[config.mk]
export PLATFORM = sky130hd
export DESIGN_NAME = idiv_step
export DESIGN_NICKNAME = d
export VERILOG_FILES = /design/src/sv/idiv_pkg.sv /design/src/sv/idiv_step.sv
export SDC_FILE = /design/constraint.sdc
export NUM_CORES = 1
export LEC_CHECK = 0
export BUFFER_PORTS_ARGS = -buffer_cell sky130_fd_sc_hd__buf_2
export CORE_MARGIN = 1.5
export CORE_UTILIZATION = 38
export DETAILED_ROUTE_END_ITERATION = 6
export PLACE_DENSITY = 0.78
export SYNTH_ARGS = -nofsm -noshare
export SYNTH_HDL_FRONTEND = slang
export SYNTH_SLANG_ARGS = --single-unit
[constraint.sdc]
create_clock -name i_clk -period 3.76 [get_ports i_clk]
set_input_delay 0.188 -clock i_clk [delete_from_list [all_inputs] [get_ports i_clk]]
set_output_delay 0.188 -clock i_clk [all_outputs]
set_load 0.02 [all_outputs]
[src/sv/idiv_pkg.sv]
package idiv_pkg;

    // Width of the operand and result ports.
    localparam int FIELD_WIDTH = 64;
    // Default operand width used by the arithmetic.
    localparam int DEF_DATA_WIDTH = 64;

    // Operation select codes.
    localparam logic [1:0] FUNC_UQUO = 2'd0;
    localparam logic [1:0] FUNC_UREM = 2'd1;
    localparam logic [1:0] FUNC_SQUO = 2'd2;
    localparam logic [1:0] FUNC_SREM = 2'd3;

    // Per-word control that rides along the divide pipeline.
    typedef struct packed {
        logic want_rem;   // deliver remainder instead of quotient
        logic neg_q;      // negate quotient at the end
        logic neg_r;      // negate remainder at the end
        logic div_zero;   // divisor was zero, answer forced to 0
    } t_ctrl;

endpackage

[src/sv/idiv_step.sv]
module idiv_step #(
    parameter int DATA_WIDTH = idiv_pkg::DEF_DATA_WIDTH
) (
    input  logic                  i_clk,
    input  logic                  i_rst_n,
    input  logic                  i_valid,
    input  logic [DATA_WIDTH-1:0] i_rem,
    input  logic [DATA_WIDTH-1:0] i_nq,
    input  logic [DATA_WIDTH-1:0] i_den,
    input  idiv_pkg::t_ctrl       i_ctrl,
    output logic                  o_valid,
    output logic [DATA_WIDTH-1:0] o_rem,
    output logic [DATA_WIDTH-1:0] o_nq,
    output logic [DATA_WIDTH-1:0] o_den,
    output idiv_pkg::t_ctrl       o_ctrl
);
    import idiv_pkg::*;

    // nq: unused dividend bits at the top, quotient bits shifting in at the bottom.
    logic [DATA_WIDTH-1:0] rem_sh;
    logic [DATA_WIDTH:0]   diff;
    logic                  take;
    logic [DATA_WIDTH-1:0] n_rem;
    logic [DATA_WIDTH-1:0] n_nq;

    logic                  r_valid;
    logic [DATA_WIDTH-1:0] r_rem;
    logic [DATA_WIDTH-1:0] r_nq;
    logic [DATA_WIDTH-1:0] r_den;
    t_ctrl                 r_ctrl;

    always_comb begin
        rem_sh = {i_rem[DATA_WIDTH-2:0], i_nq[DATA_WIDTH-1]};
        // carry-out of the shift is kept as bit DATA_WIDTH
        diff   = {i_rem[DATA_WIDTH-1], rem_sh} - {1'b0, i_den};
        take   = ~diff[DATA_WIDTH];
        n_rem  = take ? diff[DATA_WIDTH-1:0] : rem_sh;
        n_nq   = {i_nq[DATA_WIDTH-2:0], take};
    end

    always_ff @(posedge i_clk) begin
        if (!i_rst_n) begin
            r_valid <= 1'b0;
        end else begin
            r_valid <= i_valid;
        end
    end

    always_ff @(posedge i_clk) begin
        r_rem  <= n_rem;
        r_nq   <= n_nq;
        r_den  <= i_den;
        r_ctrl <= i_ctrl;
    end

    assign o_valid = r_valid;
    assign o_rem   = r_rem;
    assign o_nq    = r_nq;
    assign o_den   = r_den;
    assign o_ctrl  = r_ctrl;

endmodule

**Word level (Yosys, flattened, before mapping)**

Index checks and enable logic that the tools add are counted.

- Muxes and demuxes: 1
- $add $sub $neg: 1
- Bitwise gates (word level): 1

Operators by type and width:

| kind | count |
|---|---|
| subtractor 65 x 64 -> 65 bit | 1 |
| 2-to-1 mux 64 bit | 1 |
| NOT 1 bit | 1 |

- Word-level logic and storage cells: 11
- Flip-flop bits (word level): 197
- Bits of input ports: 199
- Output and inout bits: 197

**Logic depth before layout (Yosys ltp)**

- Depth after elaboration: 2
- Depth in mapped cells: 14
- Depth with buffers taken out: 13

**Worst setup path before layout**

Ideal clock, no wire load.

- Path type: input-to-reg
- Start point: in i_den[26]
- End point: reg r_rem[59], in the netlist o_rem[59]
- Setup time: 123 ps
- Path slack: 694 ps
- Buffers on the path: 0
- Arrival: 2942 ps
- Data required time: 3637 ps
- Cell stages on the path: 10
- Path through: inv_1 ha_1 a21o_1 or4b_1 or4b_4 a311o_1 a211oi_2 o21ai_1 mux2i_1 mux2_1

- Cells in the longest elaborated chain, start to end: 2

RTL lines:

| item | line | RTL |
|---|---|---|
| from (decl) | idiv_step.sv:9 | `input logic [DATA_WIDTH-1:0] i_den,` |
| subtractor 65 x 64 -> 65 bit | idiv_step.sv:35 | `diff = {i_rem[DATA_WIDTH-1], rem_sh} - {1'b0, i_den};` |
| 2-to-1 mux 64 bit | idiv_step.sv:37 | `n_rem = take ? diff[DATA_WIDTH-1:0] : rem_sh;` |
| via n_rem[59] | idiv_step.sv:23 | `logic [DATA_WIDTH-1:0] n_rem;` |
| to (signal assigned) | idiv_step.sv:50 | `r_rem <= n_rem;` |
| to (decl) | idiv_step.sv:27 | `logic [DATA_WIDTH-1:0] r_rem;` |

The timed path passes the listed nets, and every way through them passes these cells.
A chain may end at the register's enable or synchronous reset.

**Final worst setup path**

- Start point: in i_rem[19]
- End point: reg r_rem[59], in the netlist o_rem[59]

- Cells in the longest elaborated chain, start to end: 2

RTL lines:

| item | line | RTL |
|---|---|---|
| from (decl) | idiv_step.sv:7 | `input logic [DATA_WIDTH-1:0] i_rem,` |
| subtractor 65 x 64 -> 65 bit | idiv_step.sv:35 |  |
| 2-to-1 mux 64 bit | idiv_step.sv:37 |  |
| via n_rem[59] | idiv_step.sv:23 |  |

The timed path passes the listed nets, and every way through them passes these cells.

==> metrics.txt <==
Final Max Slew Viols=0; Bufs and invs on worst path=2; fin crit share=98.2%; Min-Delay Path Class=in2reg; Yosys top cell by area=dfxtp_1; top cell type's share of synthesized area=43.9%; gp weighted congestion=0.881; Post-synth EDFFs=0; WL per Instance=17.2 um; Avg Inst Size Synth=9.56 sq um; Max Fclk=271 MHz; Tot GR Track Use=24.5%; status=complete, no violations; IO Port Bufs=395; CTS tree=done; Synthesis Warnings=0; Cell Pwr Density=451 nW/um^2; CP max FO=6; DR iter-0 viols=492; Core Util, Final=59.2%; Inserted Clock Buffers=17; number of global-route vias before repair=9335; FFs w/ async S/R, synth=0%; Top Ports=396; Syn Nets=1204; setup_tns=0 ns; Worst Tran Pin Value=0.511 ns; Routed Antenna Nets=0; Congestion Overflow GR=0; largest net degree at the start of global routing=40; crit path cell chain=dlygate4sd3_1 > buf_2 > ha_1 > a21oi_1 > nor2_1 > or4b_4 > or4b_4 > a311o_1 > a211oi_4 > o21ai_2 > mux2i_1 > mux2_1; DR vias=9204; Layout Nets=1779; max incr delay on CP=0.56 ns; DP HPWL=22100 um; CP Capture Type=register; H-tree Lvls=4; die height=157 um; Pre-Repair DR Iteration Count=5; fraction of layout cells with a size suffix above 1=30.4%; buffer depth of the longest clock path=2; Antenna Cells=0; Seq cells post-synth=197; die width=157 um; Area Growth Syn to Fin=53.8%; DRC Markers=0; initial core utilization=38.5%; die area=24600 sq um; vias per cell=4.98; MaxCap Viol Count=0; startpoint types=input port; Slowest cell on crit path=or4b_4; Fin. Hold Viols=0; unique cell type count in the Yosys netlist=71; Cell Area, Synth=8990 sq um; CTS root buf=clkbuf_16; Core Region=23300 sq um; most numerous cell in the Yosys netlist=dfxtp_1; most frequent CP cell=or4b_4; Worst-path clk slew=0.08 ns; Worst Hold Depth=2; register area share after synthesis=43.9%; Critical Path RT=4.09 ns; slew margin rel.=65.7%; endpoints failing setup=0; Sink Count=197; number of cells on the critical path=12; Worst Path Arrival=4.02 ns; WS Path Type=in2reg; Max VDD drop=0.326 mV; ys flop type=dfxtp_1; top area cells in the synthesized netlist=dfxtp_1, ha_1, mux2_1, a21oi_1, inv_1; Total Wirelength=31700 um; # rows=56; initial antenna violation count=0; Crit path max-delay family=compound AO/OA/AOI/OAI gates; leakage=0.00678 uW; global-route wire length before repair=47500 um; Final min period=3.69 ns; cell count after synthesis=940; commonest cells in the synthesized netlist=dfxtp_1, inv_1, a21oi_1
==> power by group <==
group	switching, uW	internal, uW	total (uW)
combinational	1110	809	1920
clock	981	938	1920
sequential	70.4	2330	2400
total	2160	4080	6240
==> flip-flops by register name (all words and copies together), names as in the netlist <==
name,cells
o_nq,64
o_rem,64
o_ctrl,4
o_den,64
o_valid,1
==> timing repair <==
item | CTS | global route
hold buffers | 180 | 1
buffers inserted | 0 | 3
endpoints found under the hold margin | 179 | 1
endpoints found under the setup margin | 0 | 56
gates resized for setup | 0 | 9
==> per-layer routing <==
layer	track usage, %	wire, um	up-vias
li1	-	-	4447
met1	28.7	13000	4309
met2	44.2	15900	383
met3	4.49	1940	65
met4	9.02	850	0
met5	0	0	-
==> cell families after synthesis <==
| kind of cell | synth area share, % |
|---|---|
| mux | 7.85 |
| simple gates | 11.3 |
| fa+ha+maj | 9.13 |
| buf+inv | 5.18 |
| xor+xnor | 5.55 |
| flops | 43.9 |
| compound gates | 17.1 |
==> area by class of cell <==
type | count | area, sq um
clock buffer | 18 | 439
clock inverter | 14 | 185
fill | 1888 | 9510
inverter | 88 | 330
multi-input combinational | 622 | 4620
sequential | 197 | 3940
tap | 319 | 399
timing repair buffer | 589 | 3900
==> cell usage in the layout (no fill, tap or decap), types with 5 or more instances in the layout <==
| cell | netlist | layout |
|---|---|---|
| o21bai_1 | 15 | 15 |
| nor3_1 | 8 | 8 |
| o21ai_1 | 17 | 15 |
| clkbuf_16 | 0 | 17 |
| mux2_2 | 8 | 8 |
| and2_1 | 6 | 6 |
| a211oi_1 | 5 | 5 |
| a21o_1 | 32 | 32 |
| xnor2_1 | 34 | 34 |
| nand3_1 | 10 | 10 |
| nand2_1 | 62 | 62 |
| nand2b_1 | 8 | 8 |
| o21ai_0 | 19 | 19 |
| clkinv_8 | 0 | 5 |
| dfxtp_1 | 197 | 197 |
| ha_1 | 64 | 63 |
| buf_4 | 1 | 11 |
| a21oi_1 | 78 | 78 |
| o31ai_1 | 5 | 5 |
| and3_1 | 9 | 9 |
| nand4_1 | 22 | 22 |
| a311oi_1 | 5 | 5 |
| mux2_1 | 48 | 48 |
| mux2i_1 | 6 | 6 |
| buf_2 | 6 | 395 |
| nor2_1 | 42 | 42 |
| dlygate4sd3_1 | 0 | 181 |
| inv_1 | 87 | 87 |
| a31oi_1 | 8 | 8 |
| nor2b_1 | 11 | 11 |
| xor2_1 | 23 | 23 |
| o21a_1 | 6 | 6 |
==> worst paths after layout <==
check | slack (ns) | start | to
worst max-delay path | 0.07 | i_rem[19] | o_rem[59]
worst min-delay path | 0.009 | i_rem[62] | o_rem[63]
==> metrics by stage <==
| stage | total power (uW) | std cells | setup WS [ns] | instance area [sq um] | hold slack [ns] |
|---|---|---|---|---|---|
| after floorplan | 3550 | 940 | 0.694 | 8990 | 0.216 |
| after global placement | 4130 | 1631 | 0.218 | 11300 | 0.291 |
| after detailed placement | 4160 | 1631 | 0.170 | 11300 | 0.292 |
| after CTS | 6230 | 1843 | 0.0919 | 13700 | 0.000490 |
| after global routing | 6520 | 1847 | -0.0224 | 13800 | 0.00469 |
| final | 6240 | 1847 | 0.0693 | 13800 | 0.00864 |
No activity file was read; power rests on OpenSTA's default activity.
