**src/sv/idiv_pkg.sv**
```systemverilog
package idiv_pkg;

    // Width of the operand and result ports.
    localparam int FIELD_WIDTH = 64;
    // Default operand width used by the arithmetic.
    localparam int DEF_DATA_WIDTH = 64;

    // Operation select codes.
    localparam logic [1:0] FUNC_UQUO = 2'd0;
    localparam logic [1:0] FUNC_UREM = 2'd1;
    localparam logic [1:0] FUNC_SQUO = 2'd2;
    localparam logic [1:0] FUNC_SREM = 2'd3;

    // Per-word control that rides along the divide pipeline.
    typedef struct packed {
        logic want_rem;   // deliver remainder instead of quotient
        logic neg_q;      // negate quotient at the end
        logic neg_r;      // negate remainder at the end
        logic div_zero;   // divisor was zero, answer forced to 0
    } t_ctrl;

endpackage

```
**src/sv/idiv_post.sv**
```systemverilog
module idiv_post #(
    parameter int DATA_WIDTH = idiv_pkg::DEF_DATA_WIDTH
) (
    input  logic                              i_clk,
    input  logic                              i_rst_n,
    input  logic                              i_valid,
    input  logic [DATA_WIDTH-1:0]             i_rem,
    input  logic [DATA_WIDTH-1:0]             i_quo,
    input  idiv_pkg::t_ctrl                   i_ctrl,
    output logic                              o_valid,
    output logic [idiv_pkg::FIELD_WIDTH-1:0]  o_answer
);
    import idiv_pkg::*;

    logic [DATA_WIDTH-1:0]  pick;
    logic                   neg;
    logic [DATA_WIDTH-1:0]  n_res;

    logic                   r_valid;
    logic [FIELD_WIDTH-1:0] r_answer;

    always_comb begin
        pick  = i_ctrl.want_rem ? i_rem : i_quo;
        neg   = i_ctrl.want_rem ? i_ctrl.neg_r : i_ctrl.neg_q;
        n_res = neg ? (~pick + 1'b1) : pick;
        if (i_ctrl.div_zero) begin
            n_res = '0;
        end
    end

    always_ff @(posedge i_clk) begin
        if (!i_rst_n) begin
            r_valid <= 1'b0;
        end else begin
            r_valid <= i_valid;
        end
    end

    always_ff @(posedge i_clk) begin
        r_answer <= FIELD_WIDTH'(n_res);
    end

    assign o_valid  = r_valid;
    assign o_answer = r_answer;

endmodule

```
**config.mk**
```make
export PLATFORM = sky130hd
export DESIGN_NAME = idiv_post
export DESIGN_NICKNAME = d
export VERILOG_FILES = /design/src/sv/idiv_pkg.sv /design/src/sv/idiv_post.sv
export SDC_FILE = /design/constraint.sdc
export NUM_CORES = 1
export LEC_CHECK = 0
export ABC_AREA = 1
export BUFFER_PORTS_ARGS = -buffer_cell sky130_fd_sc_hd__buf_2
export CAP_MARGIN = 0
export CORE_MARGIN = 1
export CORE_UTILIZATION = 37
export CTS_CLUSTER_SIZE = 14
export DETAILED_ROUTE_END_ITERATION = 10
export GPL_TIMING_DRIVEN = 0
export SLEW_MARGIN = 20
export SYNTH_ARGS = -nofsm -noshare
export SYNTH_HDL_FRONTEND = slang
export SYNTH_SLANG_ARGS = --single-unit
```
**constraint.sdc**
```tcl
create_clock -name i_clk -period 5 [get_ports i_clk]
set_clock_uncertainty 0.15 [all_clocks]
set_input_delay 0.25 -clock i_clk [delete_from_list [all_inputs] [get_ports i_clk]]
set_output_delay 0.25 -clock i_clk [all_outputs]
set_load 0.005 [all_outputs]
```
* Word level (Yosys, flattened, before mapping)
Cells that the tools add are included.
** Storage, ports and cells
- Output and inout port bits :: 65
- Bits in registers :: 65
- RAM bits :: 0
- Logic and storage cells :: 7
- Memories kept :: 0
- Bits of input ports :: 135
- Bits in read-only memories :: 0
- Latch bits :: 0
** Cells by class
- Divide/modulo/power cells :: 0
- Multiply operators :: 0
- Shift-type cells :: 0
- Reductions and logical operators :: 0
- Order comparisons :: 0
- Add/sub/neg operators :: 1
- Equal/unequal tests :: 0
- Bitwise logic cells :: 1
- Multiplexer cells :: 3
** Operator list (count)
- 2-to-1 mux 64 bit :: 2
- adder 64 x 1 -> 64 bit (second input constant) :: 1
- NOT 64 bit :: 1
- 2-to-1 mux 1 bit :: 1

* Logic depth before layout (Yosys ltp)
Gate-level depths: netlist (run 1).
- Depth after elaboration :: 4
- Depth in mapped cells :: 17

* Least setup slack after synthesis (run 1)
No wires, ideal clock.
- Path kind :: input to register
- Start :: input port i_ctrl[3] (netlist name)
- End :: register r_answer[52], in the netlist o_answer[52]
- Data arrival time :: 1.835 ns
- Data required time :: 4.735 ns
- Slack :: 2.900 ns
- Cell stages on the path :: 15
- Path through :: buf_6 -> inv_2 -> buf_4 -> nand2_1 -> nand2_1 -> ha_1 -> nand3_1 -> nor2_2 -> inv_1 -> nor2_1 -> nand2_1 -> nor2_2 -> nand3_1 -> a21oi_1 -> nor2_1
** Between the ends
- Word-level cells in the longest chain between the ends :: 4
** Ends and longest elaborated chain
- start, declared :: RTL line idiv_post.sv:9 : input idiv_pkg::t_ctrl i_ctrl,
- 2-to-1 mux 64 bit :: RTL line idiv_post.sv:23 : pick = i_ctrl.want_rem ? i_rem : i_quo;
- NOT 64 bit :: RTL line idiv_post.sv:25 : n_res = neg ? (~pick + 1'b1) : pick;
- adder 64 x 1 -> 64 bit :: RTL line idiv_post.sv:25
- 2-to-1 mux 64 bit (*) :: RTL line idiv_post.sv:25
- end signal, assigned :: RTL line idiv_post.sv:40 : r_answer <= FIELD_WIDTH'(n_res);
- end, declared :: RTL line idiv_post.sv:20 : logic [FIELD_WIDTH-1:0] r_answer;
Every way passes the cells marked *; elsewhere a longest branch is shown, timed or not.
A chain may end at the register's enable or synchronous reset.

* Worst setup path after layout (run 1)
Same ends and word-level chain as after synthesis.

==> metrics.yaml, run 1 <==
floorplan:
  die_x_um: 122
  start_util_pct: 38.0
  coreArea_mm2: 0.0139
  fp-row-count: 43
  io-pin-count: 200
  die-area_mm2: 0.0148
  die_y_um: 122
finish:
  drive_above_1_share_pct: 21.2
  fin_cells: 1415
  final.fill_count: 1595
  register_area_mm2: 0.00130
  final_common_cell: "nand2_1"
  area_delta_synth_final_pct: 29.0
  diodes: 0
  final_cell_mix: "404 x nand2_1, 213 x buf_2, 178 x nor2_1"
  postLayoutCoreUtil_pct: 49.0
  multi_input_area_mm2: 0.00330
  nets: 1366
critical_path:
  worst-path-max-fanout: 10
  cp.required_ns: 5.08
  cp-start-kind: "primary input"
  worstSetupEndpointType: "register"
  cp.arrival_ns: 2.54
  critical_path_class: "in2reg"
clocking:
  clkSlewWorstSetupHoldPaths_ns: 0.05
  postCtsSetupBuffers: 0
  cts_tree: "yes"
  tritoncts.num_buffers: 9
  root_buffer: "clkbuf_16"
  htree_levels: 3
  cts_sinks: 65
  clock_path_buffers: 2
synth:
  synthCells: 1019
  synth-seq-cells: 65
  syn_area_mm2: 0.00529
  ys_warn_count: 0
  seq_area_frac_synth_pct: 24.6
  avgSynthCellArea_um2: 5.20
  syn-num-nets: 1155
  synth.distinct_cells: 30
global_routing:
  grt_usage_pct: 32.0
  antenna_found_initial: 0
  grt_pass1_vias: 6202
  grt_overflow_total: 0
  grt_max_degree: 12
  grt_pass1_wl_mm: 34.8
sta:
  finalHoldViolCount: 0
  final.period_utilization_pct: 49.1
  timing.fmax_mhz: 407
  finalSetupTns_ns: 0
  rsz0062_at_grt: "false"
  min_period_ns: 2.45
  tightestPinTransition_ns: 0.913
  timing.max_slew.rel_slack_pct: 38.5
  slew_violations: 0
  holdWs_ns: 0.0321
  setup_violations: 0
min_path:
  hp-class: "in2reg"
detailed_routing:
  route.detailed.drc: 0
  viasPerCell: 4.92
  drt_pass1_iterations: 6
  ant_nets: 0
  drtIter0Drc: 766
  drt-total-wl_mm: 23.0
  vias: 6957
  routedWlPerCell_um: 16.3
place:
  place_congestion: 0.916
  hpwl_mm: 19.2
  io_buffers: 198
  dp_cells: 1397
run_status:
  outcome: "finished clean"
flow_run:
  maxCapViolCount: 0
power_and_ir_drop:
  ir_drop_uv: 154
  power_uw: 1710
  p_per_area_mw_per_mm2: 251
  p_leak_uw: 0.00383
routing by layer:
layer	share of wire (%)	vias to the layer above	track usage, %	routed length (um)
li1	-	3537	-	-
met1	49	3057	48.9	11200
met2	41	349	46.2	9410
met3	9.9	14	6.09	2270
met4	0.70	0	5.71	160
met5	0	-	0	0
worst paths after layout:
| kind | startpoint | to | cells after the start |
|---|---|---|---|
| worst max-delay path | i_ctrl[3] | o_answer[52] | 14 |
| worst min-delay path | i_ctrl[0] | o_answer[1] | 2 |
cell usage after synthesis (all sizes together):
library cell	count	area, um^2
nand2	412	1570
nor2	184	711
inv	129	484
dfxtp	65	1300
o21ai	64	332
nand3	49	245
a21oi	48	240
buf	26	173
nor3	16	80.1
clkbuf	9	33.8
nand4	4	25.0
o21a	3	22.5
nor3b	2	15.0
a211oi	1	7.51
a21boi	1	7.51
and3	1	6.26
clkinv	1	3.75
ha	1	12.5
mux2i	1	10.0
o21bai	1	11.3
or2	1	6.26
worst max-delay path, cell delays in order:
cell and delay (ns):
buf_6 0.11, buf_6 0.14, nand2_1 0.05, o21ai_1 0.22, ha_1 0.27, nand3_1 0.12
nor2_2 0.17, inv_1 0.08, nor2_1 0.28, nand2_1 0.14, nor2_2 0.28, nand3_1 0.19
a21oi_1 0.16, nor2_1 0.07
cell type report:
| class | count | share of cell area, % |
|---|---|---|
| Clock inverter | 5 | 0.806 |
| Buffer | 35 | 3.02 |
| Multi-Input combinational cell | 789 | 48.3 |
| Timing Repair Buffer | 200 | 14.8 |
| Clock buffer | 11 | 3.56 |
| Tap cell | 180 | 3.30 |
| Inverter | 130 | 7.15 |
| Sequential cell | 65 | 19.1 |
where the power goes:
part	leakage, uW	internal [uW]	switching [uW]
registers	0.000543	566	11.1
logic	0.00314	173	325
clock network	0.000142	397	241
through the flow:
| stage | setup WS (ns) | instance area (um^2) |
|---|---|---|
| 3_5_place_dp | 2.27 | 6510 |
| 3_3_place_gp | 2.27 | 6510 |
| 5_1_grt | 2.32 | 6830 |
| 2_1_floorplan | 2.90 | 5290 |
| 6_report | 2.55 | 6830 |
| 4_1_cts | 2.62 | 6830 |
state kept, by name (all words and copies together), names as in the netlist:
| name | flops |
|---|---|
| o_answer | 64 |
| o_valid | 1 |
logic make-up after synthesis:
kind of cell             synth area share, %
multiplexers                           0.189
flip-flops                              24.6
buffers and inverters                   13.1
AO/OA/AOI/OAI                           11.7
AND/OR/NAND/NOR                         50.2
adder cells (fa/ha/maj)                0.236
timing repair:
action / in CTS / in global routing
setup endpoints to repair: 0 / 0
resized for setup: 0 / 0
endpoints found under the hold margin: 1 / 0
hold buffers: 2 / 0
(Power assumes the default switching activity.)
==> run 2: changes to the inputs <==
Settings changed: PLACE_DENSITY from default to 0.65.
Clock period 5 ns to 2.2 ns, I/O delays scaled along.
==> run 2 against run 1 <==
Compared with the run above: clock-buffer cell count fell by 2; power rose by 140%; final cell count rose by 0.42%; sequential cell count did not move; non-clock buffer count rose by 6; critical path type unchanged; largest power group unchanged; highest routed layer unchanged.
==> metrics.yaml, run 2 (synthesis results as in run 1) <==
finish:
  final_common_cell: "nand2_1"
  final_cell_mix: "403 x nand2_1, 213 x buf_2, 174 x nor2_1"
  area_delta_synth_final_pct: 31.9
  diodes: 0
  nets: 1372
  largest_reg_flops: 64
  drive_above_1_share_pct: 22.0
clocking:
  root_buffer: "clkbuf_16"
  clkSlewWorstSetupHoldPaths_ns: 0.06
  clock_path_buffers: 2
  cts_sinks: 65
  tritoncts.num_buffers: 9
  htree_levels: 3
  cts_tree: "yes"
place:
  place_congestion: 0.961
  pre_cts_ws_ns: -0.503
  io_buffers: 198
  hpwl_mm: 18.1
global_routing:
  grt_pass1_vias: 6247
  antenna_found_initial: 0
  grt_pass1_wl_mm: 33.3
  grt_usage_pct: 30.6
  grt_overflow_total: 0
  grt_max_degree: 13
sta:
  slew_violations: 0
  timing.max_slew.rel_slack_pct: 42.4
  tightestPinTransition_ns: 0.855
  min_period_ns: 2.06
  final.period_utilization_pct: 93.7
  post-route-worst-setup-slack_ns: 0.139
  setup_violations: 0
  holdWs_ns: 0.0126
  timing.fmax_mhz: 485
  finalSetupTns_ns: 0
  finalHoldViolCount: 0
power_and_ir_drop:
  p_leak_uw: 0.00387
  ir_drop_uv: 347
  p_per_area_mw_per_mm2: 587
floorplan:
  fp-row-count: 43
  die_y_um: 122
  die-area_mm2: 0.0148
  die_x_um: 122
  io-pin-count: 200
  coreArea_mm2: 0.0139
  start_util_pct: 38.0
detailed_routing:
  drt_pass1_iterations: 5
  ant_nets: 0
  drtIter0Drc: 702
  route.detailed.drc: 0
  viasPerCell: 4.95
  vias: 7034
  routedWlPerCell_um: 15.6
  drt-total-wl_mm: 22.2
run_status:
  outcome: "finished clean"
critical_path:
  critical_path_class: "in2reg"
  path_buf_inv: 3
  cp.arrival_ns: 2.17
  cp_common_cell: "nand2_1"
  max_stage_delay_ns: 0.23
  slowest_stage: "ha_2"
  cp-start-kind: "primary input"
  cp_cell_sequence: "buf_6 > inv_2 > buf_4 > nand2_1 > nand2_2 > ha_2 > nand3_1 > nor2_4 > nand3_2 > nor2_4 > nand2_1 > nand2_2 > o21ai_1 > nand2_1 > nand2_1 > nor2_4"
  cp_top_family: "simple AND/OR/NAND/NOR gates"
  cp.required_ns: 2.31
  worstSetupEndpointType: "register"
  worst-path-max-fanout: 10
min_path:
  hold_depth: 5
  hold_end: "o_answer[54]"
  hp-class: "in2reg"
  min-delay-start: "i_quo[54]"
flow_run:
  maxCapViolCount: 0
[run 2: area by class of cell]
type                            instances  area (um^2)
Multi-Input combinational cell        789         3350
Timing Repair Buffer                  206         1070
Clock buffer                            9          225
Inverter                              130          488
Buffer                                 35          206
Tap cell                              180          225
Sequential cell                        65         1300
Clock inverter                          7          119
Fill cell                            1536         6950
[run 2: stage by stage]
stage	util, %	power [uW]	cells	instance area, um^2
final	50.1	4100	1421	6980
after floorplan	-	1950	1019	5290
after global routing	50.1	4310	1421	6980
after detailed placement	46.7	2420	1397	6510
after global placement	46.7	2410	1397	6510
after CTS	49.8	4090	1420	6930
[run 2: metal layers]
layer / share of wire (%) / up-vias / global-route usage [%] / wire length (um)
met3: 9.5 / 30 / 4.92 / 2110
met4: 2.0 / 0 / 9.03 / 442
met1: 47 / 3087 / 45.3 / 10500
met5: 0 / - / 0 / 0
li1: - / 3549 / - / -
met2: 41 / 368 / 45.0 / 9110
[run 2: how the worst max path moves through the flow]
stage | startpoint | endpoint | slack [ns] | cells past startpoint
floorplan | i_ctrl[3] | o_answer[52] | 0.24 | 15
global placement | i_ctrl[3] | o_answer[32] | -0.45 | 15
detailed placement | i_ctrl[3] | o_answer[32] | -0.50 | 15
CTS | i_ctrl[3] | o_answer[52] | 0.006 | 15
global route | i_ctrl[3] | o_answer[32] | -0.003 | 16
finish | i_ctrl[3] | o_answer[32] | 0.14 | 16
[run 2: power by group]
part | switching (uW) | internal, uW
logic | 727 | 403
clock network | 551 | 1110
registers | 24.3 | 1290
[run 2: timing repair]
action                                  in CTS  in global routing
gates resized for setup                      3                 10
endpoints found under the setup margin       2                 21
hold buffers                                 7                  0
pin swaps                                    0                  1
endpoints found under the hold margin        7                  0
setup buffers                                0                  1
==> run 3: changes to the inputs <==
Settings changed: CORE_UTILIZATION 37 to 45, CTS_BUF_LIST from default to sky130_fd_sc_hd__clkbuf_16, PLACE_DENSITY 0.65 to 0.77.
==> run 3 against run 2 <==
Compared with the run above: non-clock buffer count fell by 3; design area fell by 2.0%; sequential share of layout area rose by 0.39 points; clock-buffer cell count did not move; worst setup slack got worse by 0.011 ns; combinational power barely moved; critical endpoint is now o_answer[44].
==> metrics.yaml, run 3 (synthesis results as in run 1) <==
power_and_ir_drop:
  p_leak_uw: 0.00384
  ir_drop_uv: 468
  p_per_area_mw_per_mm2: 561
clocking:
  cts_sinks: 65
  htree_levels: 3
  clkSlewWorstSetupHoldPaths_ns: 0.06
  clock_path_buffers: 2
  root_buffer: "clkbuf_16"
  tritoncts.num_buffers: 9
  cts_tree: "yes"
sta:
  tightestPinTransition_ns: 0.790
  setup_violations: 0
  final.period_utilization_pct: 94.2
  finalHoldViolCount: 0
  min_period_ns: 2.07
  timing.fmax_mhz: 482
  slew_violations: 0
  post-route-worst-setup-slack_ns: 0.127
  timing.max_slew.rel_slack_pct: 46.8
detailed_routing:
  route.detailed.drc: 0
  routedWlPerCell_um: 15.3
  drt_pass1_iterations: 5
  viasPerCell: 5.18
  vias: 7153
  drt-total-wl_mm: 21.1
  drtIter0Drc: 795
  ant_nets: 0
floorplan:
  die_y_um: 110
  coreArea_mm2: 0.0114
  fp-row-count: 39
  die_x_um: 110
  io-pin-count: 200
  start_util_pct: 46.4
  die-area_mm2: 0.0122
critical_path:
  startpoint: "i_ctrl[3]"
  cp_common_cell: "nand2_1"
  max_stage_delay_ns: 0.21
  cp-start-kind: "primary input"
  cp_cell_sequence: "buf_6 > inv_2 > buf_4 > nand2_1 > nand2_1 > ha_4 > nand3_1 > nor2_4 > inv_1 > nor2_2 > nand2_1 > nor2_4 > nand3_1 > a21oi_1 > nor2_1"
  slowest_stage: "nor2_4"
  critical_path_class: "in2reg"
  path_buf_inv: 4
  cp_top_family: "simple AND/OR/NAND/NOR gates"
  cp.required_ns: 2.27
  worst-path-max-fanout: 10
  cp.arrival_ns: 2.15
  worstSetupEndpointType: "register"
finish:
  final_common_cell: "nand2_1"
  nets: 1369
  final_cell_mix: "404 x nand2_1, 212 x buf_2, 175 x nor2_1"
  fin_cells: 1380
  drive_above_1_share_pct: 21.7
  final.fill_count: 1230
  area_delta_synth_final_pct: 29.2
  design_area_mm2: 0.00684
  largest_reg_flops: 64
  diodes: 0
flow_run:
  maxCapViolCount: 0
min_path:
  min-delay-start: "i_quo[46]"
  hp-class: "in2reg"
place:
  pre_cts_ws_ns: -0.395
  hpwl_mm: 17.3
  place_congestion: 0.987
  dp_cells: 1360
  io_buffers: 198
  place_area_mm2: 0.00646
global_routing:
  grt_max_degree: 12
  busiest_layer: "met2"
  grt_overflow_total: 0
  met3_usage_pct: 6.48
  antenna_found_initial: 0
  grt_pass1_wl_mm: 32.6
  grt_usage_pct: 34.2
  grtUsageMet2_pct: 51.2
  grt_pass1_vias: 6345
  grt_use_met1_pct: 49.2
run_status:
  outcome: "finished clean"
[run 3: cell type report]
type,count,area (um^2),share of cell area (%)
clock buffers,9,225,3.29
inverters,130,488,7.14
multi-input cells,789,3340,48.8
plain buffers,35,209,3.06
clock inverters,6,60.1,0.878
flip-flops and latches,65,1300,19.0
well taps,143,179,2.62
repair buffers,203,1040,15.2
[run 3: final timing paths]
check | cells after the start | endpoint
setup / recovery | 15 | o_answer[44]
hold / removal | 5 | o_answer[46]
[run 3: per-layer routing]
layer | share of wire [%] | wire [um]
met4 | 2.2 | 455
met3 | 12 | 2460
met5 | 0 | 0
met2 | 43 | 8990
met1 | 44 | 9230
[run 3: where the power goes]
part | total [uW] | switching (uW) | leakage, uW | internal (uW)
clock network | 1410 | 544 | 0.000137 | 863
logic | 1120 | 717 | 0.00316 | 401
registers | 1310 | 25.6 | 0.000543 | 1290
total | 3840 | 1290 | 0.00384 | 2550
[run 3: what timing repair did]
action / in CTS / in global routing
pin swaps: 0 / 2
setup buffers: 0 / 1
resized for setup: 4 / 6
endpoints found under the hold margin: 5 / 0
endpoints found under the setup margin: 3 / 10
hold buffers: 4 / 0
[run 3: tightest hold or removal path, cell delays in order]
cell	delay [ns]
buf_2	0.08
nand2_1	0.04
o21ai_0	0.09
nor2_1	0.06
nor2_1	0.08
[run 3: stage by stage]
step	setup TNS (ns)	hold slack [ns]	power (uW)	utilization [%]
after floorplan	0	0.0361	1950	-
after global placement	-4.50	0.137	2390	56.6
after detailed placement	-4.58	0.142	2400	56.6
after CTS	0	0.0123	3810	59.6
after global routing	-0.00327	0.0580	4020	59.9
final	0	0.0137	3840	59.9
