===== config.mk =====
export PLATFORM = sky130hd
export DESIGN_NAME = idiv_pre
export DESIGN_NICKNAME = d
export VERILOG_FILES = /design/src/sv/idiv_pkg.sv /design/src/sv/idiv_pre.sv
export SDC_FILE = /design/constraint.sdc
export NUM_CORES = 1
export LEC_CHECK = 0
export ABC_AREA = 1
export BUFFER_PORTS_ARGS = -buffer_cell sky130_fd_sc_hd__buf_4
export CORE_MARGIN = 5
export CORE_UTILIZATION = 30
export CTS_BUF_LIST = sky130_fd_sc_hd__clkbuf_16
export DETAILED_ROUTE_END_ITERATION = 6
export GPL_ROUTABILITY_DRIVEN = 0
export SYNTH_ARGS = -nofsm -noshare
export SYNTH_HDL_FRONTEND = slang
export SYNTH_SLANG_ARGS = --single-unit

===== constraint.sdc =====
create_clock -name i_clk -period 2.1 [get_ports i_clk]
set_input_delay 0.315 -clock i_clk [delete_from_list [all_inputs] [get_ports i_clk]]
set_output_delay 0.315 -clock i_clk [all_outputs]
set_load 0.02 [all_outputs]

===== src/sv/idiv_pkg.sv =====
package idiv_pkg;

    // Width of the operand and result ports.
    localparam int FIELD_WIDTH = 64;
    // Default operand width used by the arithmetic.
    localparam int DEF_DATA_WIDTH = 64;

    // Operation select codes.
    localparam logic [1:0] FUNC_UQUO = 2'd0;
    localparam logic [1:0] FUNC_UREM = 2'd1;
    localparam logic [1:0] FUNC_SQUO = 2'd2;
    localparam logic [1:0] FUNC_SREM = 2'd3;

    // Per-word control that rides along the divide pipeline.
    typedef struct packed {
        logic want_rem;   // deliver remainder instead of quotient
        logic neg_q;      // negate quotient at the end
        logic neg_r;      // negate remainder at the end
        logic div_zero;   // divisor was zero, answer forced to 0
    } t_ctrl;

endpackage


===== src/sv/idiv_pre.sv =====
module idiv_pre #(
    parameter int DATA_WIDTH = idiv_pkg::DEF_DATA_WIDTH
) (
    input  logic                              i_clk,
    input  logic                              i_rst_n,
    input  logic                              i_valid,
    input  logic [1:0]                        i_func,
    input  logic [idiv_pkg::FIELD_WIDTH-1:0]  i_dividend,
    input  logic [idiv_pkg::FIELD_WIDTH-1:0]  i_divisor,
    output logic                              o_valid,
    output logic [DATA_WIDTH-1:0]             o_num,
    output logic [DATA_WIDTH-1:0]             o_den,
    output idiv_pkg::t_ctrl                   o_ctrl
);
    import idiv_pkg::*;

    logic [DATA_WIDTH-1:0] a;
    logic [DATA_WIDTH-1:0] b;
    logic                  is_signed;
    logic                  a_neg;
    logic                  b_neg;
    logic [DATA_WIDTH-1:0] n_num;
    logic [DATA_WIDTH-1:0] n_den;
    t_ctrl                 n_ctrl;

    logic                  r_valid;
    logic [DATA_WIDTH-1:0] r_num;
    logic [DATA_WIDTH-1:0] r_den;
    t_ctrl                 r_ctrl;

    // Only the low DATA_WIDTH bits take part.
    assign a = i_dividend[DATA_WIDTH-1:0];
    assign b = i_divisor[DATA_WIDTH-1:0];

    always_comb begin
        is_signed = (i_func == FUNC_SQUO) || (i_func == FUNC_SREM);
        a_neg     = is_signed & a[DATA_WIDTH-1];
        b_neg     = is_signed & b[DATA_WIDTH-1];
        n_num     = a_neg ? (~a + 1'b1) : a;
        n_den     = b_neg ? (~b + 1'b1) : b;
        n_ctrl.want_rem = (i_func == FUNC_UREM) || (i_func == FUNC_SREM);
        n_ctrl.neg_q    = a_neg ^ b_neg;
        n_ctrl.neg_r    = a_neg;
        n_ctrl.div_zero = (b == '0);
    end

    always_ff @(posedge i_clk) begin
        if (!i_rst_n) begin
            r_valid <= 1'b0;
        end else begin
            r_valid <= i_valid;
        end
    end

    always_ff @(posedge i_clk) begin
        r_num  <= n_num;
        r_den  <= n_den;
        r_ctrl <= n_ctrl;
    end

    assign o_valid = r_valid;
    assign o_num   = r_num;
    assign o_den   = r_den;
    assign o_ctrl  = r_ctrl;

endmodule


# After elaboration in Yosys (flattened, before gate mapping)
# Cells that the tools add are included.
[totals]
register_bits = 133
latchBits = 0
ramBits = 0
mem_bits_ro = 0
in_bits = 133
output_inout_bits = 133
word_cells = 22
memories = 0
[op_classes]
add_sub_neg = 2
mul = 0
div = 0
magnitude_cmp = 0
eq_ne = 3
shift = 0
mux = 2
bitwise = 5
n_reduce_logical = 3
[ops]
columns = ["op", "n"]
rows = [
  ["adder 64 x 1 -> 64 bit (second input constant)", 2],
  ["2-to-1 mux 64 bit", 2],
  ["NOT 64 bit", 2],
  ["zero test 64 bit", 1],
  ["equality test 2 bit (second input constant)", 2],
  ["AND 1 bit", 2],
  ["equality test 2 x 1 -> 1 bit (second input constant)", 1],
  ["logical OR 1 bit", 2],
  ["bitwise XOR 1 bit", 1],
]

# Logic depth before layout (Yosys ltp)
# Gate-level depths: netlist (run 1).
[depth]
depth_word = 4
depth_mapped = 11
depth_no_buf = 11

# Worst setup path before layout (run 1)
# No wires, ideal clock.
[synth_path]
path_type = "in2reg"
start = "input port i_divisor[1] in the netlist's numbering"
end = "register r_den[60], in the netlist o_den[60]"
setup_ns = 0.112
arrival_ns = 1.339
required_time_ns = 1.988
path_slack_ns = 0.649
stages = 9
n_path_buf = 0
path_cell_list = "inv_1 -> ha_1 -> nand3_1 -> o21ai_2 -> nand2_1 -> nor2_4 -> nand2_1 -> nand2_1 -> nand2_1"
[synth_via]
elab_chain_cells = 3
[synth_rtl]
columns = ["element", "line", "text"]
rows = [
  ["start, declared", "idiv_pre.sv:9", "input logic [idiv_pkg::FIELD_WIDTH-1:0] i_divisor,"],
  ["NOT 64 bit", "idiv_pre.sv:40", "n_den = b_neg ? (~b + 1'b1) : b;"],
  ["adder 64 x 1 -> 64 bit", "idiv_pre.sv:40", ""],
  ["2-to-1 mux 64 bit", "idiv_pre.sv:40", ""],
  ["net n_den[60]", "idiv_pre.sv:23", "logic [DATA_WIDTH-1:0] n_den;"],
  ["end signal, assigned", "idiv_pre.sv:57", "r_den <= n_den;"],
  ["end, declared", "idiv_pre.sv:28", "logic [DATA_WIDTH-1:0] r_den;"],
]
# The timed path passes the listed nets, and every way through them passes these cells.
# A chain may end at the register's enable or synchronous reset.

# Final worst setup path (run 1)
[layout_path]
start = "input port i_divisor[0] in the netlist's numbering"
end = "register r_den[50], in the netlist o_den[50]"
# Same word-level chain as after synthesis.

==> impl_metrics.py, run 1 <==
metrics = {
    "timing": {
        "min_period_ps": 1930,
        "rsz0062_at_grt": "no",
        "setup_viol": 0,
        "timing.setup.tns_ps": 0,
        "relSlewSlack": 0.664,
        "tightest_slew_ps": 498,
        "setup_ws_ps": 172,
        "hold_viol_final": 0,
        "timing.fmax_ghz": 0.519,
        "finalCritPeriodShare": 0.918,
        "slew_viol_final": 0,
    },
    "floorplan": {
        "die_y_um": 167,
        "rows": 57,
        "start_util": 0.305,
        "die_w_um": 167,
        "core_area_um2": 24300,
        "ios": 266,
        "dieArea_um2": 28000,
    },
    "clocking": {
        "post_cts_resize_count": 0,
        "htree_levels": 4,
        "post-cts-setup-buffer-count": 0,
        "cts_hold_buffers": 3,
        "ctsLongestPathBuffers": 2,
        "cts-buffers-inserted": 17,
        "clk_pin_slew_worst_paths_ps": 60,
        "cts_tree": "done",
        "cts_sinks": 133,
        "root_buffer": "clkbuf_16",
    },
    "setup_path": {
        "crit_slowest_cell": "dlygate4sd3_1",
        "crit_required_ps": 2410,
        "crit_type": "in -> reg",
        "crit_chain": "dlygate4sd3_1, buf_4, inv_1, ha_1, nand3_1, nor2_4, a21oi_2, nor2_4, nand2_1, nand2_1, nand2_1",
        "critPathMaxStageDelay_ps": 540,
        "critPathCapture": "o_den[50]$_DFF_P_",
        "cp-start-kind": "primary input",
        "critPathArrivalTime_ps": 2240,
        "crit_top_cell": "nand2_1",
        "path_max_fanout": 9,
        "worstSetupEndpointType": "flop",
        "crit_start": "i_divisor[0]",
    },
    "hold_path": {
        "hp-class": "in -> reg",
        "min_from": "i_valid",
    },
    "drt": {
        "wl_um": 28300,
        "drt-initial-drc-count": 504,
        "dr.pass1.iters": 6,
        "final_antenna_net_count": 0,
        "drc": 0,
        "viasPerCell": 4.63,
        "via_count": 8058,
        "routedWlPerCell_um": 16.3,
    },
    "global_route": {
        "first_global_vias": 8229,
        "antenna_found_initial": 0,
        "grt_overflow": 0,
        "grt_max_degree": 40,
        "gr-usage-all-layers": 0.199,
        "grt_pass1_wl_um": 44300,
    },
    "cells_and_area": {
        "final_common_cell": "nand2_1",
        "layout_common_cells": "349 x nand2_1, 269 x buf_4, 199 x nor2_1, 133 x dfxtp_1, 110 x nand3_1",
        "nFillCells": 2540,
        "utilization": 0.429,
        "diodes": 0,
        "final_cell_count_no_fill": 1740,
        "syn2layout_area_growth_pct": 40.7,
        "nets": 1538,
        "drive_gt1_frac": 0.271,
    },
    "power_and_ir_drop": {
        "p_leak_nw": 5.03,
        "p_int_mw": 5.73,
        "p_clk_frac": 0.417,
        "p_seq_frac": 0.352,
        "power.switching_mw": 2.55,
        "switching_share": 0.308,
        "powerDensity_nw_per_um2": 793,
        "p_comb_frac": 0.231,
        "ir_drop_mv": 0.468,
        "total_power_mw": 8.28,
    },
    "outcome": {
        "status": "complete, no violations",
    },
    "place": {
        "place_ws_ps": 290,
        "place_inst": 1705,
        "io_buffers": 265,
        "place_hpwl_um": 23600,
    },
    "synth": {
        "yosysSeqAreaShare": 0.359,
        "yosysWarnings": 0,
        "netlist_area_um2": 7420,
        "synth-async-reset-ratio": 0,
        "synth_cell_types": 37,
        "synth-seq-cells": 133,
        "postSynthCellCount": 1126,
        "avgSynthCellArea_um2": 6.59,
        "ys.flop_type": "dfxtp_1",
        "syn-num-nets": 1261,
        "synth_edf_count": 0,
    },
    "job": {
        "maxCapViolCount": 0,
    },
}
routing by layer:
metal	routed length, um	vias to the layer above	GRT usage	part of all wire
li1	-	4054	-	-
met1	11800	3562	0.241	0.42
met2	13000	374	0.331	0.46
met3	2380	68	0.0568	0.084
met4	1190	0	0.0836	0.042
met5	0	-	0	0
power by group through the flow:
stage                     sequential (mW)  clock [mW]  combinational [mW]
after global routing                 2.94        3.64                2.07
after detailed placement             2.96           0                1.91
after global placement               2.97           0                1.90
after floorplan                      3.29           0               0.640
after CTS                            2.91        3.54                1.92
final                                2.91        3.46                1.91
cells in the mapped netlist, drive strengths merged (8+ instances only):
library cell  instances  area share
buf                  14       0.016
xor2                 43       0.051
a21oi                17       0.020
xnor2                18       0.021
nand2               373        0.20
dfxtp               133        0.36
nand3               113       0.079
nor2                230        0.14
o21ai                45       0.038
nand4                 8      0.0067
inv                 115       0.059
cell type report:
class                      count  area (um2)  share of cell area
multi-input combinational    863        4200               0.402
sequential                   133        2660               0.255
timing repair buffer         273        2070               0.198
inverter                     115         434              0.0416
clock buffer                  17         425              0.0408
tap                          324         405              0.0388
clock inverter                15         241              0.0231
through the flow:
step	hold slack, ps	instance area [um2]
3_5_place_dp	421	9740
4_1_cts	56.9	10400
2_1_floorplan	343	7420
5_1_grt	66.2	10400
6_report	76.6	10400
3_3_place_gp	420	9740
cell families after synthesis:
kind of cell,Yosys count,share of synthesized area
DFF,133,0.359
adders and majority gates,2,0.00337
AOI/OAI and AO/OA,69,0.0646
and+or+nand+nor,731,0.426
xor gates and xnor gates,61,0.0720
buffers and inverters,130,0.0751
worst min-delay path by stage:
stage / cells after the start / endpoint / slack [ps]
global placement: 1 / o_ctrl[3]$_DFF_P_ / 420
detailed placement: 1 / o_ctrl[3]$_DFF_P_ / 420
global route: 3 / o_valid$_SDFF_PN0_ / 70
floorplan: 0 / o_den[0]$_DFF_P_ / 340
finish: 3 / o_valid$_SDFF_PN0_ / 80
CTS: 3 / o_valid$_SDFF_PN0_ / 60
critical path: cells and delay by family:
| kind | cells | cell delay (ps) |
|---|---|---|
| buf+inv | 3 | 750 |
| compound gates | 1 | 100 |
| simple gates | 6 | 880 |
| fa+ha+maj | 1 | 190 |
flip-flops by register name (all words and copies together), names as in the netlist:
register,cells
o_ctrl,4
o_den,64
o_num,64
o_valid,1
No activity file was read; power rests on OpenSTA's default activity.
==> run 2: changes to the inputs <==
PLACE_DENSITY = 0.57   (was default)
==> impl_metrics.py, run 2 (same netlist as run 1, synthesis figures left out) <==
metrics = {
    "cells_and_area": {
        "nets": 1542,
        "layout_common_cells": "349 x nand2_1, 273 x buf_4, 199 x nor2_1, 133 x dfxtp_1, 110 x nand3_1",
        "utilization": 0.426,
        "drive_gt1_frac": 0.272,
        "final_cell_count_no_fill": 1743,
        "final_common_cell": "nand2_1",
        "syn2layout_area_growth_pct": 39.6,
        "diodes": 0,
    },
    "place": {
        "place_inst": 1709,
        "place_hpwl_um": 23700,
        "io_buffers": 265,
    },
    "setup_path": {
        "crit_required_ps": 2420,
        "critPathArrivalTime_ps": 2240,
        "crit_type": "in -> reg",
        "crit_chain": "dlygate4sd3_1, buf_4, inv_1, ha_1, nand3_1, nor2_4, a21oi_2, nor2_4, nand2_1, nand2_1, nand2_1",
        "crit_family": "simple AND/OR/NAND/NOR gates",
        "crit_buf_inv": 3,
        "path_max_fanout": 9,
        "crit_top_cell": "nand2_1",
        "crit_slowest_cell": "dlygate4sd3_1",
        "critPathMaxStageDelay_ps": 550,
        "cp-start-kind": "primary input",
        "worstSetupEndpointType": "flop",
    },
    "power_and_ir_drop": {
        "p_comb_frac": 0.249,
        "p_int_mw": 5.22,
        "power.switching_mw": 2.50,
        "p_seq_frac": 0.376,
        "powerDensity_nw_per_um2": 746,
        "p_leak_nw": 4.98,
        "p_clk_frac": 0.375,
        "switching_share": 0.324,
        "ir_drop_mv": 0.382,
        "total_power_mw": 7.72,
    },
    "timing": {
        "slew_viol_final": 0,
        "finalCritPeriodShare": 0.917,
        "timing.setup.tns_ps": 0,
        "rsz0062_at_grt": "no",
        "relSlewSlack": 0.759,
        "timing.fmax_ghz": 0.519,
        "hold_viol_final": 0,
        "setup_viol": 0,
        "tightest_slew_ps": 357,
        "timing.hold.ws_ps": 70.0,
        "min_period_ps": 1930,
    },
    "floorplan": {
        "die_w_um": 167,
        "core_area_um2": 24300,
        "dieArea_um2": 28000,
        "rows": 57,
        "die_y_um": 167,
        "start_util": 0.305,
        "ios": 266,
    },
    "clocking": {
        "htree_levels": 4,
        "cts_sinks": 133,
        "cts-buffers-inserted": 17,
        "clk_pin_slew_worst_paths_ps": 60,
        "ctsLongestPathBuffers": 2,
        "cts_tree": "done",
        "post_cts_resize_count": 0,
        "root_buffer": "clkbuf_16",
    },
    "drt": {
        "highest_layer": "met4",
        "dr.pass1.iters": 5,
        "m1WireLength_um": 12200,
        "via_count": 8025,
        "route.met3.wl_um": 2530,
        "routedWlPerCell_um": 16.2,
        "drt-initial-drc-count": 481,
        "drc": 0,
        "final_antenna_net_count": 0,
        "viasPerCell": 4.60,
        "routed-wl-met2_um": 13000,
        "wl_um": 28300,
    },
    "hold_path": {
        "min_from": "i_valid",
        "holdPathStages": 3,
        "worstHoldEndpoint": "o_valid$_SDFF_PN0_",
        "hp-class": "in -> reg",
    },
    "global_route": {
        "grt_overflow": 0,
        "gr-usage-all-layers": 0.197,
        "first_global_vias": 8076,
        "grt_pass1_wl_um": 43600,
        "antenna_found_initial": 0,
        "grt_max_degree": 32,
    },
    "job": {
        "maxCapViolCount": 0,
    },
    "outcome": {
        "status": "complete, no violations",
    },
}
[run 2: cell count changes in the layout (fill, tap and decap cells not counted), sizes merged]
cell	change
clkinvlp	+3
inv	-2
bufinv	-4
clkinv	+2
buf	+4
[run 2: layer usage]
layer,vias to the layer above,track usage
met3,34,0.0641
met1,3611,0.244
met2,318,0.328
met5,-,0
met4,0,0.0603
li1,4062,-
[run 2: worst min-delay path, stage by stage]
cell	delay, ps
buf_4	70
nand2_1	40
inv_1	40
[run 2: area by class of cell]
type / instances / area, um2
timing repair buffer: 277 / 2100
clock buffer: 17 / 425
clock inverter: 14 / 128
tap: 324 / 405
inverter: 115 / 434
sequential: 133 / 2660
fill: 2612 / 14000
multi-input combinational: 863 / 4200
[run 2: stage by stage]
step / setup WS (ps) / cell area [um2]
after floorplan: 649 / 7420
after global placement: 318 / 9770
after detailed placement: 295 / 9770
after CTS: 194 / 10400
after global routing: 32.8 / 10400
final: 174 / 10400
[run 2: how the worst max path moves through the flow]
stage,startpoint,endpoint,slack (ps),cells past startpoint
6_report,i_divisor[0],o_den[42]$_DFF_P_,170,11
5_1_grt,i_divisor[0],o_den[50]$_DFF_P_,30,11
4_1_cts,i_dividend[0],o_num[46]$_DFF_P_,190,11
3_5_place_dp,i_divisor[1],o_den[42]$_DFF_P_,300,10
3_3_place_gp,i_func[1],o_num[62]$_DFF_P_,320,9
2_1_floorplan,i_divisor[1],o_den[60]$_DFF_P_,650,9
[run 2: repair_timing]
action | 4_1_cts | 5_1_grt
buffers inserted | 0 | 0
hold endpoints to repair | 3 | 0
hold buffers | 3 | 0
[run 2: power by group through the flow]
stage / Combinational [mW] / Sequential, mW / Clock, mW
after floorplan: 0.640 / 3.29 / 0
after global placement: 1.92 / 2.97 / 0
after detailed placement: 1.92 / 2.96 / 0
after CTS: 1.94 / 2.91 / 2.98
after global routing: 2.09 / 2.93 / 3.07
final: 1.92 / 2.91 / 2.89
==> run 3: changes to the inputs <==
CELL_PAD_IN_SITES_DETAIL_PLACEMENT = 2   (was default)
CELL_PAD_IN_SITES_GLOBAL_PLACEMENT = 2   (was default)
CORE_UTILIZATION = 28   (was 30)
PLACE_DENSITY = 0.9   (was 0.57)
==> impl_metrics.py, run 3 (same netlist as run 1, synthesis figures left out) <==
metrics = {
    "timing": {
        "hold_viol_final": 0,
        "finalCritPeriodShare": 0.989,
        "relSlewSlack": 0.702,
        "rsz0062_at_grt": "no",
        "slew_viol_final": 0,
        "setup_viol": 0,
        "setup_ws_ps": 22.6,
        "timing.setup.tns_ps": 0,
        "timing.fmax_ghz": 0.481,
        "tightest_slew_ps": 443,
        "min_period_ps": 2080,
    },
    "hold_path": {
        "hp-class": "in -> reg",
    },
    "floorplan": {
        "dieArea_um2": 29800,
        "ios": 266,
        "die_w_um": 173,
        "die_y_um": 173,
        "core_area_um2": 26100,
        "rows": 59,
        "start_util": 0.285,
    },
    "cells_and_area": {
        "nFillCells": 3122,
        "drive_gt1_frac": 0.273,
        "final_common_cell": "nand2_1",
        "nets": 1542,
        "syn2layout_area_growth_pct": 40.7,
        "layout_common_cells": "349 x nand2_1, 272 x buf_4, 199 x nor2_1, 133 x dfxtp_1",
        "seq_area_um2": 2660,
        "multiInputGateArea_um2": 4200,
    },
    "drt": {
        "final_antenna_net_count": 0,
        "via_count": 8700,
        "viasPerCell": 4.96,
        "routedWlPerCell_um": 21.8,
        "drt-initial-drc-count": 434,
        "dr.pass1.iters": 5,
        "drc": 0,
        "wl_um": 38300,
    },
    "job": {
        "maxCapViolCount": 0,
    },
    "power_and_ir_drop": {
        "p_leak_nw": 5.01,
        "total_power_mw": 8.18,
        "powerDensity_nw_per_um2": 784,
        "ir_drop_mv": 0.458,
    },
    "clocking": {
        "root_buffer": "clkbuf_16",
        "htree_levels": 4,
        "ctsLongestPathBuffers": 2,
        "cts-buffers-inserted": 17,
        "cts_tree": "done",
        "cts_sinks": 133,
        "clk_pin_slew_worst_paths_ps": 70,
    },
    "place": {
        "io_buffers": 265,
        "place_ws_ps": 181,
        "place_hpwl_um": 30700,
    },
    "setup_path": {
        "cp-start-kind": "primary input",
        "crit_family": "simple AND/OR/NAND/NOR gates",
        "crit_chain": "dlygate4sd3_1, buf_4, inv_1, ha_1, nand3_2, nor2_4, nand2_2, nand2_2, nand2_2, o21bai_1, nand2_1",
        "worstSetupEndpointType": "flop",
        "path_max_fanout": 3,
        "critPathArrivalTime_ps": 2380,
        "crit_required_ps": 2410,
        "crit_buf_inv": 3,
        "crit_type": "in -> reg",
        "critPathMaxStageDelay_ps": 540,
        "crit_top_cell": "nand2_2",
        "crit_slowest_cell": "dlygate4sd3_1",
    },
    "global_route": {
        "antenna_found_initial": 2,
        "gr-usage-all-layers": 0.249,
        "grt_pass1_wl_um": 58700,
        "grt_max_degree": 38,
        "first_global_vias": 10000,
        "grt_overflow": 0,
    },
    "outcome": {
        "status": "complete, no violations",
    },
}
## run 3: layout make-up
class | count | area share
Multi-Input combinational cell | 863 | 0.403
Sequential cell | 133 | 0.255
Timing Repair Buffer | 277 | 0.202
Inverter | 115 | 0.0416
Clock buffer | 17 | 0.0408
Tap cell | 335 | 0.0402
Clock inverter | 14 | 0.0170
Antenna cell | 1 | 0.000240
## run 3: path summary, 6_finish.rpt
kind / from / endpoint / slack (ps) / cells after the start
max: i_divisor[0] / o_den[52]$_DFF_P_ / 20 / 11
min: i_valid / o_valid$_SDFF_PN0_ / 70 / 3
## run 3: through the flow
step | instances | cell area (um2) | hold slack, ps | utilization
final | 1755 | 10400 | 67.1 | 0.400
after global routing | 1755 | 10400 | 68.2 | 0.400
after CTS | 1752 | 10400 | 54.8 | 0.399
after detailed placement | 1718 | 9770 | 425 | 0.375
after global placement | 1718 | 9770 | 419 | 0.375
after floorplan | 1126 | 7420 | 343 | -
## run 3: per-layer routing
metal  part of all wire  routed length [um]  track usage  vias up
met5            0.00018                   7            0        -
met1               0.41               15600        0.288     4245
li1                   -                   -            -     4061
met4              0.038                1460        0.104        2
met2               0.49               18700        0.435      310
met3              0.066                2510       0.0638       82
## run 3: power by group
part           total, mW  switching [mW]  internal, mW
Combinational       2.05            1.27         0.783
Clock               3.20            1.32          1.88
Sequential          2.93           0.126          2.81
Total               8.18            2.71          5.47
## run 3: repair_timing
item / in CTS / in global routing
setup buffers: 0 / 2
resized for setup: 0 / 1
hold buffers: 3 / 0
hold endpoints to repair: 3 / 0
setup endpoints to repair: 0 / 6
## run 3: worst min-delay path: cells and delay by family
family,cells,cell delay (ps)
buffers and inverters,2,120
and+or+nand+nor,1,40
